<file path="config.mk">
export PLATFORM = sky130hd
export DESIGN_NAME = alpha_over_blend_rgba8_unit
export DESIGN_NICKNAME = d
export VERILOG_FILES = /design/src/sv/aob_pkg.sv /design/src/sv/aob_front.sv /design/src/sv/aob_scale.sv /design/src/sv/aob_div_stage.sv /design/src/sv/alpha_over_blend_rgba8_unit.sv
export SDC_FILE = /design/constraint.sdc
export NUM_CORES = 2
export LEC_CHECK = 0
export ABC_AREA = 1
export BUFFER_PORTS_ARGS = -buffer_cell sky130_fd_sc_hd__buf_2
export CAP_MARGIN = 10
export CORE_ASPECT_RATIO = 0.75
export CORE_MARGIN = 4
export CORE_UTILIZATION = 60
export CTS_CLUSTER_SIZE = 24
export DETAILED_ROUTE_END_ITERATION = 7
export PLACE_DENSITY = 0.79
export SLEW_MARGIN = 40
export SYNTH_ARGS = -nofsm -noshare
export SYNTH_HDL_FRONTEND = slang
export SYNTH_SLANG_ARGS = --single-unit
</file>
<file path="constraint.sdc">
create_clock -name clock -period 6.85 [get_ports clock]
set_input_delay 0 -clock clock [delete_from_list [all_inputs] [get_ports clock]]
set_output_delay 0 -clock clock [all_outputs]
set_load 0.01 [all_outputs]
</file>
<file path="src/sv/aob_pkg.sv">
`timescale 1ns / 1ps

package aob_pkg;

   localparam int unsigned PIX_W = 32;
   localparam int unsigned CH_W = 8;
   localparam int unsigned NUM_COLOURS = 3;
   localparam int unsigned PROD_W = 2 * CH_W;
   localparam int unsigned COL_X_W = 3 * CH_W;
   localparam int unsigned NUM_W = PROD_W + 1;

   localparam logic [CH_W-1:0] BLEND_FULL = 8'd255;
   localparam logic [CH_W-1:0] BLEND_HALF = 8'd127;

   // x / 255 == (x * 8421505) >> 31, exact for every x below 16.9 million
   localparam int unsigned RECIP_W = 24;
   localparam logic [RECIP_W-1:0] RECIP_255 = 24'd8421505;
   localparam int unsigned RECIP_SHIFT = 31;
   localparam int unsigned RECIP_PROD_W = 2 * RECIP_W;

   // restoring divider, quotient bits retired per pipeline stage
   localparam int unsigned DIV_STEPS = 4;
   localparam int unsigned DIV_STAGES = (NUM_W + DIV_STEPS - 1) / DIV_STEPS;
   localparam int unsigned DIV_LAST_STEPS = NUM_W - DIV_STEPS * (DIV_STAGES - 1);

   // front, two scaling stages, numerator, divider, output register
   localparam int unsigned LATENCY = 4 + DIV_STAGES + 1;

   typedef struct packed {
      logic                                 valid;
      logic [CH_W-1:0]                      sa;
      logic [CH_W-1:0]                      inv;
      logic [PROD_W-1:0]                    ax;
      logic [NUM_COLOURS-1:0][PROD_W-1:0]   cd;
      logic [NUM_COLOURS-1:0][PROD_W-1:0]   cs;
   } front_type;

   typedef struct packed {
      logic [CH_W-1:0]  rem;
      logic [NUM_W-1:0] dvd;
      logic [NUM_W-1:0] quo;
   } div_lane_type;

   typedef struct packed {
      logic                                valid;
      logic [CH_W-1:0]                     alpha;
      logic [NUM_COLOURS-1:0]              unused_pad;
      div_lane_type [NUM_COLOURS-1:0]      lane;
   } div_beat_type;

   function automatic logic [NUM_W-1:0] div255(input logic [COL_X_W-1:0] x);
      logic [RECIP_PROD_W-1:0] p;
      p = RECIP_PROD_W'(x) * RECIP_PROD_W'(RECIP_255);
      return p[RECIP_SHIFT +: NUM_W];
   endfunction

endpackage

</file>
<file path="src/sv/aob_front.sv">
`timescale 1ns / 1ps

module aob_front (
   input  logic                         clock,
   input  logic                         reset,
   input  logic                         accept,
   input  logic [aob_pkg::PIX_W-1:0]    src_pixel,
   input  logic [aob_pkg::PIX_W-1:0]    dst_pixel,
   output aob_pkg::front_type           front
);
   import aob_pkg::*;

   front_type data_in;
   front_type data_ff;

   always_comb begin
      logic [CH_W-1:0] sa;
      logic [CH_W-1:0] da;
      logic [CH_W-1:0] inv;
      sa = src_pixel[3*CH_W +: CH_W];
      da = dst_pixel[3*CH_W +: CH_W];
      inv = BLEND_FULL - sa;
      data_in.valid = accept;
      data_in.sa = sa;
      data_in.inv = inv;
      data_in.ax = PROD_W'(da) * PROD_W'(inv) + PROD_W'(BLEND_HALF);
      for (int c = 0; c < NUM_COLOURS; c++) begin
         data_in.cd[c] = PROD_W'(dst_pixel[c*CH_W +: CH_W]) * PROD_W'(da);
         data_in.cs[c] = PROD_W'(src_pixel[c*CH_W +: CH_W]) * PROD_W'(sa);
      end
   end

   always_ff @(posedge clock) begin
      if (reset) begin
         data_ff.valid <= 1'b0;
      end else begin
         data_ff.valid <= data_in.valid;
      end
      data_ff.sa <= data_in.sa;
      data_ff.inv <= data_in.inv;
      data_ff.ax <= data_in.ax;
      data_ff.cd <= data_in.cd;
      data_ff.cs <= data_in.cs;
   end

   assign front = data_ff;

endmodule

</file>
<file path="src/sv/aob_scale.sv">
`timescale 1ns / 1ps

module aob_scale (
   input  logic                  clock,
   input  logic                  reset,
   input  aob_pkg::front_type    front,
   output aob_pkg::div_beat_type beat
);
   import aob_pkg::*;

   // stage 2: reciprocal product for alpha, destination colour weighting
   logic                                 v2_in, v2_ff;
   logic [CH_W-1:0]                      sa2_ff;
   logic [CH_W-1:0]                      aq2_in, aq2_ff;
   logic [NUM_COLOURS-1:0][COL_X_W-1:0]  cx2_in, cx2_ff;
   logic [NUM_COLOURS-1:0][PROD_W-1:0]   cs2_ff;
   // stage 3: output alpha and reciprocal products for colours
   logic                                 v3_ff;
   logic [CH_W-1:0]                      oa3_in, oa3_ff;
   logic [NUM_COLOURS-1:0][PROD_W-1:0]   cq3_in, cq3_ff;
   logic [NUM_COLOURS-1:0][PROD_W-1:0]   cs3_ff;
   // stage 4: numerators
   div_beat_type                         beat_in, beat_ff;

   always_comb begin
      logic [NUM_W-1:0] q;
      v2_in = front.valid;
      q = div255(COL_X_W'(front.ax));
      aq2_in = q[CH_W-1:0];
      for (int c = 0; c < NUM_COLOURS; c++) begin
         cx2_in[c] = COL_X_W'(front.cd[c]) * COL_X_W'(front.inv)
                   + COL_X_W'(BLEND_HALF);
      end
   end

   always_comb begin
      logic [NUM_W-1:0] q;
      oa3_in = sa2_ff + aq2_ff;
      for (int c = 0; c < NUM_COLOURS; c++) begin
         q = div255(cx2_ff[c]);
         cq3_in[c] = q[PROD_W-1:0];
      end
   end

   always_comb begin
      beat_in.valid = v3_ff;
      beat_in.alpha = oa3_ff;
      beat_in.unused_pad = '0;
      for (int c = 0; c < NUM_COLOURS; c++) begin
         beat_in.lane[c].rem = '0;
         beat_in.lane[c].quo = '0;
         beat_in.lane[c].dvd = NUM_W'(cs3_ff[c]) + NUM_W'(cq3_ff[c]);
      end
   end

   always_ff @(posedge clock) begin
      if (reset) begin
         v2_ff <= 1'b0;
         v3_ff <= 1'b0;
         beat_ff.valid <= 1'b0;
      end else begin
         v2_ff <= v2_in;
         v3_ff <= v2_ff;
         beat_ff.valid <= beat_in.valid;
      end
      sa2_ff <= front.sa;
      aq2_ff <= aq2_in;
      cx2_ff <= cx2_in;
      cs2_ff <= front.cs;
      oa3_ff <= oa3_in;
      cq3_ff <= cq3_in;
      cs3_ff <= cs2_ff;
      beat_ff.alpha <= beat_in.alpha;
      beat_ff.unused_pad <= beat_in.unused_pad;
      beat_ff.lane <= beat_in.lane;
   end

   assign beat = beat_ff;

endmodule

</file>
<file path="src/sv/aob_div_stage.sv">
`timescale 1ns / 1ps

module aob_div_stage #(
   parameter int unsigned STEPS = aob_pkg::DIV_STEPS
) (
   input  logic                  clock,
   input  logic                  reset,
   input  aob_pkg::div_beat_type up_beat,
   output aob_pkg::div_beat_type dn_beat
);
   import aob_pkg::*;

   div_beat_type beat_in;
   div_beat_type beat_ff;

   always_comb begin
      logic [CH_W:0] trial;
      logic [CH_W:0] diff;
      beat_in = up_beat;
      for (int c = 0; c < NUM_COLOURS; c++) begin
         for (int s = 0; s < STEPS; s++) begin
            trial = {beat_in.lane[c].rem, beat_in.lane[c].dvd[NUM_W-1]};
            diff = trial - {1'b0, beat_in.alpha};
            beat_in.lane[c].dvd = {beat_in.lane[c].dvd[NUM_W-2:0], 1'b0};
            if (trial >= {1'b0, beat_in.alpha}) begin
               beat_in.lane[c].rem = diff[CH_W-1:0];
               beat_in.lane[c].quo = {beat_in.lane[c].quo[NUM_W-2:0], 1'b1};
            end else begin
               beat_in.lane[c].rem = trial[CH_W-1:0];
               beat_in.lane[c].quo = {beat_in.lane[c].quo[NUM_W-2:0], 1'b0};
            end
         end
      end
   end

   always_ff @(posedge clock) begin
      if (reset) begin
         beat_ff.valid <= 1'b0;
      end else begin
         beat_ff.valid <= beat_in.valid;
      end
      beat_ff.alpha <= beat_in.alpha;
      beat_ff.unused_pad <= beat_in.unused_pad;
      beat_ff.lane <= beat_in.lane;
   end

   assign dn_beat = beat_ff;

endmodule

</file>
<file path="src/sv/alpha_over_blend_rgba8_unit.sv">
`timescale 1ns / 1ps
// a beat taken at one clock edge passes the front, scaling, divider and output registers
// before it shows on rsp_* and is taken by the receiver (depth in aob_pkg::LATENCY)
// throughput: one pixel per clock, set by the fully pipelined multipliers and divider stages
// the receiver cannot stall, so a result is presented for exactly one cycle with rsp_valid
// reset clears every valid bit in the pipeline; busy is high only while reset is held
// payload registers are not reset and carry no meaning while their valid bit is low

module alpha_over_blend_rgba8_unit (
   input  logic                        clock,
   input  logic                        reset,
   input  logic                        start,
   output logic                        busy,
   input  logic [aob_pkg::PIX_W-1:0]   req_src_pixel,
   input  logic [aob_pkg::PIX_W-1:0]   req_dst_pixel,
   output logic                        rsp_valid,
   output logic [aob_pkg::PIX_W-1:0]   rsp_out_pixel
);
   import aob_pkg::*;

   logic          accept;
   front_type     front;
   div_beat_type  chain [DIV_STAGES+1];

   logic                rsp_valid_in, rsp_valid_ff;
   logic [PIX_W-1:0]    rsp_pixel_in, rsp_pixel_ff;

   // the pipeline never holds off; only reset blocks new beats
   assign busy = reset;
   assign accept = start & ~busy;

   // stage 1: byte unpacking, inverse alpha and all 8x8 products
   aob_front u_front (
      .clock     (clock),
      .reset     (reset),
      .accept    (accept),
      .src_pixel (req_src_pixel),
      .dst_pixel (req_dst_pixel),
      .front     (front)
   );

   // stages 2 to 4: rounded divisions by 255 through reciprocal products,
   // then output alpha and the three colour numerators
   aob_scale u_scale (
      .clock (clock),
      .reset (reset),
      .front (front),
      .beat  (chain[0])
   );

   // restoring divider, numerator / output alpha, a few quotient bits per stage;
   // the last stage takes whatever bits are left over
   for (genvar g = 0; g < DIV_STAGES; g++) begin : g_div
      localparam int unsigned STEPS = (g == DIV_STAGES - 1) ? DIV_LAST_STEPS : DIV_STEPS;
      aob_div_stage #(
         .STEPS (STEPS)
      ) u_div_stage (
         .clock   (clock),
         .reset   (reset),
         .up_beat (chain[g]),
         .dn_beat (chain[g+1])
      );
   end

   // output register: zero alpha forces the whole pixel to zero,
   // colour quotients keep only their low byte (wrap past 255)
   always_comb begin
      rsp_valid_in = chain[DIV_STAGES].valid;
      if (chain[DIV_STAGES].alpha == '0) begin
         rsp_pixel_in = '0;
      end else begin
         rsp_pixel_in = {chain[DIV_STAGES].alpha,
                         chain[DIV_STAGES].lane[2].quo[CH_W-1:0],
                         chain[DIV_STAGES].lane[1].quo[CH_W-1:0],
                         chain[DIV_STAGES].lane[0].quo[CH_W-1:0]};
      end
   end

   always_ff @(posedge clock) begin
      if (reset) begin
         rsp_valid_ff <= 1'b0;
      end else begin
         rsp_valid_ff <= rsp_valid_in;
      end
      rsp_pixel_ff <= rsp_pixel_in;
   end

   assign rsp_valid = rsp_valid_ff;
   assign rsp_out_pixel = rsp_pixel_ff;

   // every result goes back to a beat taken exactly one latency earlier
   a_result_has_source : assert property (@(posedge clock) disable iff (reset)
      rsp_valid |-> $past(accept, LATENCY))
      else $error("result without a matching input beat");

   // a transparent result must be all zeros
   a_zero_alpha_clears : assert property (@(posedge clock) disable iff (reset)
      (rsp_valid && rsp_out_pixel[PIX_W-1 -: CH_W] == '0) |-> (rsp_out_pixel == '0))
      else $error("zero alpha with non-zero colour");

   // composited alpha never falls below the source alpha
   a_alpha_not_below_src : assert property (@(posedge clock) disable iff (reset)
      rsp_valid |-> (rsp_out_pixel[PIX_W-1 -: CH_W] >=
                     $past(req_src_pixel[PIX_W-1 -: CH_W], LATENCY)))
      else $error("output alpha below source alpha");

endmodule

</file>
# --- Word level (Yosys, flattened, before mapping) ---
# Cells that the tools add are included.
classes:
  add_sub_neg: 57
  n_mul: 14
  magnitude_cmp: 51
  muxes: 72
  bitwise: 2
  reduce_logical: 1
op_table:
  columns: ["cell", "n"]
  rows:
  - ["9-bit by 8-bit >= comparator with 1-bit output", 48]
  - ["8-bit two-way mux", 48]
  - ["8-bit subtractor", 45]
  - ["24-bit by 24-bit multiplier with 47-bit output, second input constant", 3]
  - ["8-bit by 8-bit multiplier with 16-bit output", 7]
  - ["24-bit by 7-bit adder with 24-bit output, second input constant", 3]
  - ["16-bit by 8-bit multiplier with 24-bit output", 3]
  - ["16-bit by 16-bit adder with 17-bit output", 3]
  - ["16-bit by 24-bit multiplier with 39-bit output, second input constant", 1]
  - ["1-bit by 8-bit >= comparator with 1-bit output", 3]
  - ["1-bit two-way mux", 24]
  - ["1-bit by 8-bit subtractor with 8-bit output", 3]
  - ["16-bit by 7-bit adder with 16-bit output, second input constant", 1]
  - ["8-bit adder", 1]
  - ["8-bit zero test", 1]
  - ["8-bit subtractor, first input constant", 1]
  - ["1-bit bitwise AND", 1]
  - ["1-bit NOT", 1]
totals:
  ff_bits: 743
  in_bits: 67
  output_inout_bits: 34
  wordCells: 274

# --- Depth between registers and ports, before layout ---
logic_depth:
  depth_word: 8
  ltp_mapped: 49
  mapped_depth_nobuf: 47

# --- Hierarchy ---
# A second synthesis with hierarchy kept.
hier_totals:
  hier_cells: 12640
  hier_area_um2: 97015.5
modules_own_cells:
  columns: ["mod", "n_inst", "cells_per_inst", "area_per_inst_um2"]
  rows:
  - ["aob_scale", 1, 5071, 38524.4]
  - ["aob_div_stage at g_div[0].u_div_stage ...", 3, 1089, 8394.3]
  - ["aob_front", 1, 2622, 19218.4]
  - ["aob_div_stage at g_div[3].u_div_stage", 1, 1122, 8538.2]
  - ["aob_div_stage at g_div[4].u_div_stage", 1, 455, 4599.4]
  - ["alpha_over_blend_rgba8_unit", 1, 103, 952.2]

# --- Worst setup path before layout ---
# Ideal clock, no wire load.
synth_path:
  kind: "flip-flop to flip-flop"
  start: "register g_div[0].u_div_stage.beat_ff, in the netlist g_div[0].u_div_stage.dn_beat[130]"
  end: "register g_div[1].u_div_stage.beat_ff, in the netlist g_div[1].u_div_stage.dn_beat[35]"
  setup_time_ns: 0.113
  arrival_time_ns: 6.381
  required_time_ns: 6.737
  setup_slack_ns: 0.357
  path_stages_with_launch: 41
  path_cell_list: "dfxtp_1 -> inv_1 -> ha_1 -> nand3_1 -> nand2_1 -> nand2_1 -> nand2_1 -> nand2_2 -> nand2_2 -> buf_4 -> o21ai_0 -> inv_1 -> ha_1 -> nand2_1 -> nor2_1 -> nand2_1 -> nand3_1 -> a21oi_2 -> [... 5 more ...] -> a21oi_1 -> o21ai_0 -> nand2_1 -> o211ai_1 -> nand2_1 -> nand3b_1 -> nand3b_2 -> buf_6 -> o21ai_1 -> ha_1 -> nand3_1 -> nand2_1 -> nand4_1 -> o211ai_1 -> a211oi_1 -> nand3_1 -> nand2_1 -> nand2_1"
synth_rtl:
  columns: ["element", "line", "source"]
  rows:
  - ["from (decl)", "aob_div_stage.sv:14", "div_beat_type beat_ff;"]
  - ["to (decl)", "aob_div_stage.sv:14", null]

==> metrics.md <==
| Metric | Value |
|---|---|
| Outcome | `finished, final reports clean` |
| DRT Wirelength | `194.9 mm` |
| DP Cell Count | `12010` |
| Dominant synthesized flop cell | `dfxtp_1` |
| Mapped Cells | `approximately 10000` |
| Worst-Margin Slew | `~850 ps` |
| Worst EP required | `7450 ps` |
| First-pass GRT wire length | `~320 mm` |
| Clock Latency Late Sink | `680 ps` |
| CP Max Fanout | `8` |
| Clk_skew | `roughly 23 ps` |
| Layout area overhead | `9.476%` |
| Max_slew headroom | `43.01%` |
| Max stage delay cell, worst path | `dfxtp_4` |
| Post-synth EDFFs | `0` |
| GP Congestion | `0.9528` |
| Wire length per cell | `15.89 um` |
| Post-layout util | `between 60% and 70%` |
| Cell Rows | `115` |
| Max-slew violation count | `0` |
| Crit path arrival time | `7060 ps` |
| # DRC | `0` |
| Final cell count without fillers | `approximately 12000` |
| Setup TNS | `0 ps` |
| Detailed Routing Iterations Pass 1 | `6` |
| Fin. Hold Viols | `0` |
| Die Area | `~0.14 sq mm` |
| PortBufs | `100` |
| Chip Height | `roughly 320 um` |
| Syn nets | `12320` |
| Worst path max stage delay | `380 ps` |
| Largest net degree at the start of global routing | `35` |
| Maxcap violations | `0` |
| Sink Count | `743` |
| RSZ-0062 raised after global routing | `true` |
| Critical Path End Type | `flip-flop` |
| I/O pin total | `101` |
| CP Launch Type | `flip-flop` |
| Total GRT Usage | `27.88%` |
| Pre-CTS worst setup slack | `-57.83 ps` |
| Maximum clock frequency | `154.8 MHz` |
| Top cell by count, worst path | `nand2_1` |
| CTS Root Cell | `clkbuf_16` |
| Ys async rst share | `0%` |
| H-tree depth | `3` |
| Initial antenna violation count | `13` |
| Seq cells post-synth | `between 700 and 800` |
| Drt via density | `roughly 5.4` |
| Die width | `between 400 and 500 um` |
| Vias in the first global route | `65290` |
| YS warnings | `0` |
| Clock Path Buffers | `3` |
| DP Wirelength | `159.9 mm` |
| Syn Area/Cell | `7.786 sq um` |
| Final Setup Violations | `0` |
| Grt total ovfl | `0` |
| Cts bufs inserted | `about 80` |
| Reg clk slew, reported paths | `70 ps` |
| Final WS setup | `between 300 and 400 ps` |
| Crit path kind | `reg -> reg` |
| Post-synthesis sequential area ratio | `18.74%` |
| Share of layout cells above drive strength 1 | `slightly above 8%` |
| DR iter-0 viols | `~5400` |
| Core Area | `between 0.1 and 0.15 sq mm` |
| Initial core utilization | `60.50%` |
| Antenna viol nets, final | `0` |
| Fin nets | `12560` |
| Vias | `65960` |
| Synthesized cell area | `0.07939 sq mm` |
| Final Cycle Share | `94.30%` |
| Yosys cell types | `67` |
| Hold/Removal Path Class | `in -> reg` |
| TritonCTS clock tree | `done` |
| R2R setup slack | `~400 ps` |
| Post-layout minimum cycle time | `6459 ps` |
==> through the flow <==
stage	cell area (sq um)	hold slack [ps]
floorplan	79390	27.72
global placement	82380	208.3
detailed placement	82380	218.1
CTS	85470	26.28
global route	86910	69.93
finish	86910	86.06
==> kinds of logic after synthesis <==
kind of cell    Yosys count  synth area share [%]
fa+ha+maj              2055                 38.31
simple gates           3472                 18.46
flops                   743                 18.74
compound gates         1203                 8.466
buf+inv                2266                 10.99
xor+xnor                457                 5.042
==> synthesized netlist by cell type (13+ instances only) <==
cell type  count  area (sq um)
a211oi_1      15         112.6
nand3_1      262          1311
a21o_1        27         202.7
clkbuf_1     100         375.4
nor2_2        14         87.58
nand2_2       36         225.2
xnor2_1      127          1112
o21ai_2       28         245.2
nor3_1        73         365.4
ha_1        1429         17880
nand2_1     2359          8855
buf_6         13         146.4
o211ai_1      29         217.7
nor4_1        15         93.84
o21ai_0      314          1572
buf_1         31         116.4
nand4_1       90         563.0
clkbuf_2      65         325.3
fa_1         626         12530
or2_2         27         168.9
nand3b_1      25         187.7
a21boi_0      14         105.1
nor2_4        16         180.2
inv_1       2016          7567
nand2_4       16         180.2
nand3_2       29         290.3
nor2_1       480          1802
dfxtp_1      743         14870
a31oi_1       35         219.0
xor2_1       330          2890
a21oi_1      574          2873
o21a_1        25         187.7
inv_2         25         93.84
o21ai_1       69         345.3
o21bai_1      19         142.6
==> what timing repair did <==
item                       CTS  global route
hold endpoints to repair    43             0
cloned                       0             3
hold buffers                31             0
gates resized for setup      4           227
setup endpoints to repair   25            96
pin swaps                    0            40
setup buffers                5            71
==> final cells by class <==
type | instances | area, sq um
multi-input combinational | 7190 | 56580
sequential | 743 | 14890
clock inverter | 43 | 501.7
antenna | 9 | 22.52
clock buffer | 97 | 2208
tap | 1755 | 2196
timing repair buffer | 379 | 2764
inverter | 2048 | 7752
fill | 10940 | 44310
==> registers in the layout, summed over array words and instances (netlist names) <==
register	cells
rsp_out_pixel	32
u_scale.v2_ff	1
rsp_valid	1
u_scale.oa3_ff	8
g_div.u_div_stage.dn_beat	279
u_scale.sa2_ff	8
u_scale.cs2_ff	48
u_scale.aq2_ff	8
u_scale.cx2_ff	72
u_scale.cs3_ff	48
u_scale.cq3_ff	48
u_scale.beat	60
u_scale.v3_ff	1
u_front.front	129
==> path summary, 6_finish.rpt <==
path / start / end / depth (start not counted)
min: req_src_pixel[10] / u_front.front[18] / 6
min reg2reg: u_front.front[35] / u_scale.cs2_ff[35] / 0
max reg2reg: g_div[0].u_div_stage.dn_beat[133] / g_div[1].u_div_stage.dn_beat[124] / 40
max: g_div[0].u_div_stage.dn_beat[133] / g_div[1].u_div_stage.dn_beat[124] / 40
==> worst max-delay path: cells and delay by family, from the launching register on <==
kind,cells,cell delay (ps)
and+or+nand+nor,21,2390
AOI/OAI and AO/OA,8,1510
adders and majority gates,4,1280
buffers and inverters,7,830
DFF,1,380
==> cells in the final DEF, fill, tap and decap left out, types with 16 or more instances in the layout <==
master	Yosys	routed
clkinvlp_4	0	18
o21ai_0	314	267
xor2_1	330	330
clkbuf_16	0	82
nor2_2	14	16
nand3_1	262	259
o21a_1	25	24
ha_4	0	18
dlygate4sd3_1	0	31
nor2_4	16	22
nand2_1	2359	2347
or2_2	27	27
nor2_1	480	472
o21ai_2	28	55
inv_1	2016	1995
a21oi_1	574	559
nor3_1	73	67
xnor2_1	127	127
fa_1	626	626
nand3b_1	25	25
nand2_2	36	45
a21oi_2	8	21
nand3_2	29	25
buf_2	0	100
o211ai_1	29	29
inv_2	25	31
nand3_4	9	17
a21o_1	27	27
dfxtp_1	743	731
o21bai_1	19	19
a31oi_1	35	35
buf_4	9	240
nand2_4	16	20
nand4_1	90	90
ha_1	1429	1397
o21ai_1	69	89
==> layer usage <==
layer	up-vias	routed length (um)	part of all wire, %	track usage [%]
li1	32570	-	-	-
met1	31130	90660	47	38.90
met2	1917	88100	45	45.88
met3	330	11620	6.0	3.754
met4	4	4528	2.3	7.285
met5	-	26	0.013	0
Power is left out: the tool's default activity adds up to more than one toggle a clock period on the data nets, which glitch-free logic cannot reach.
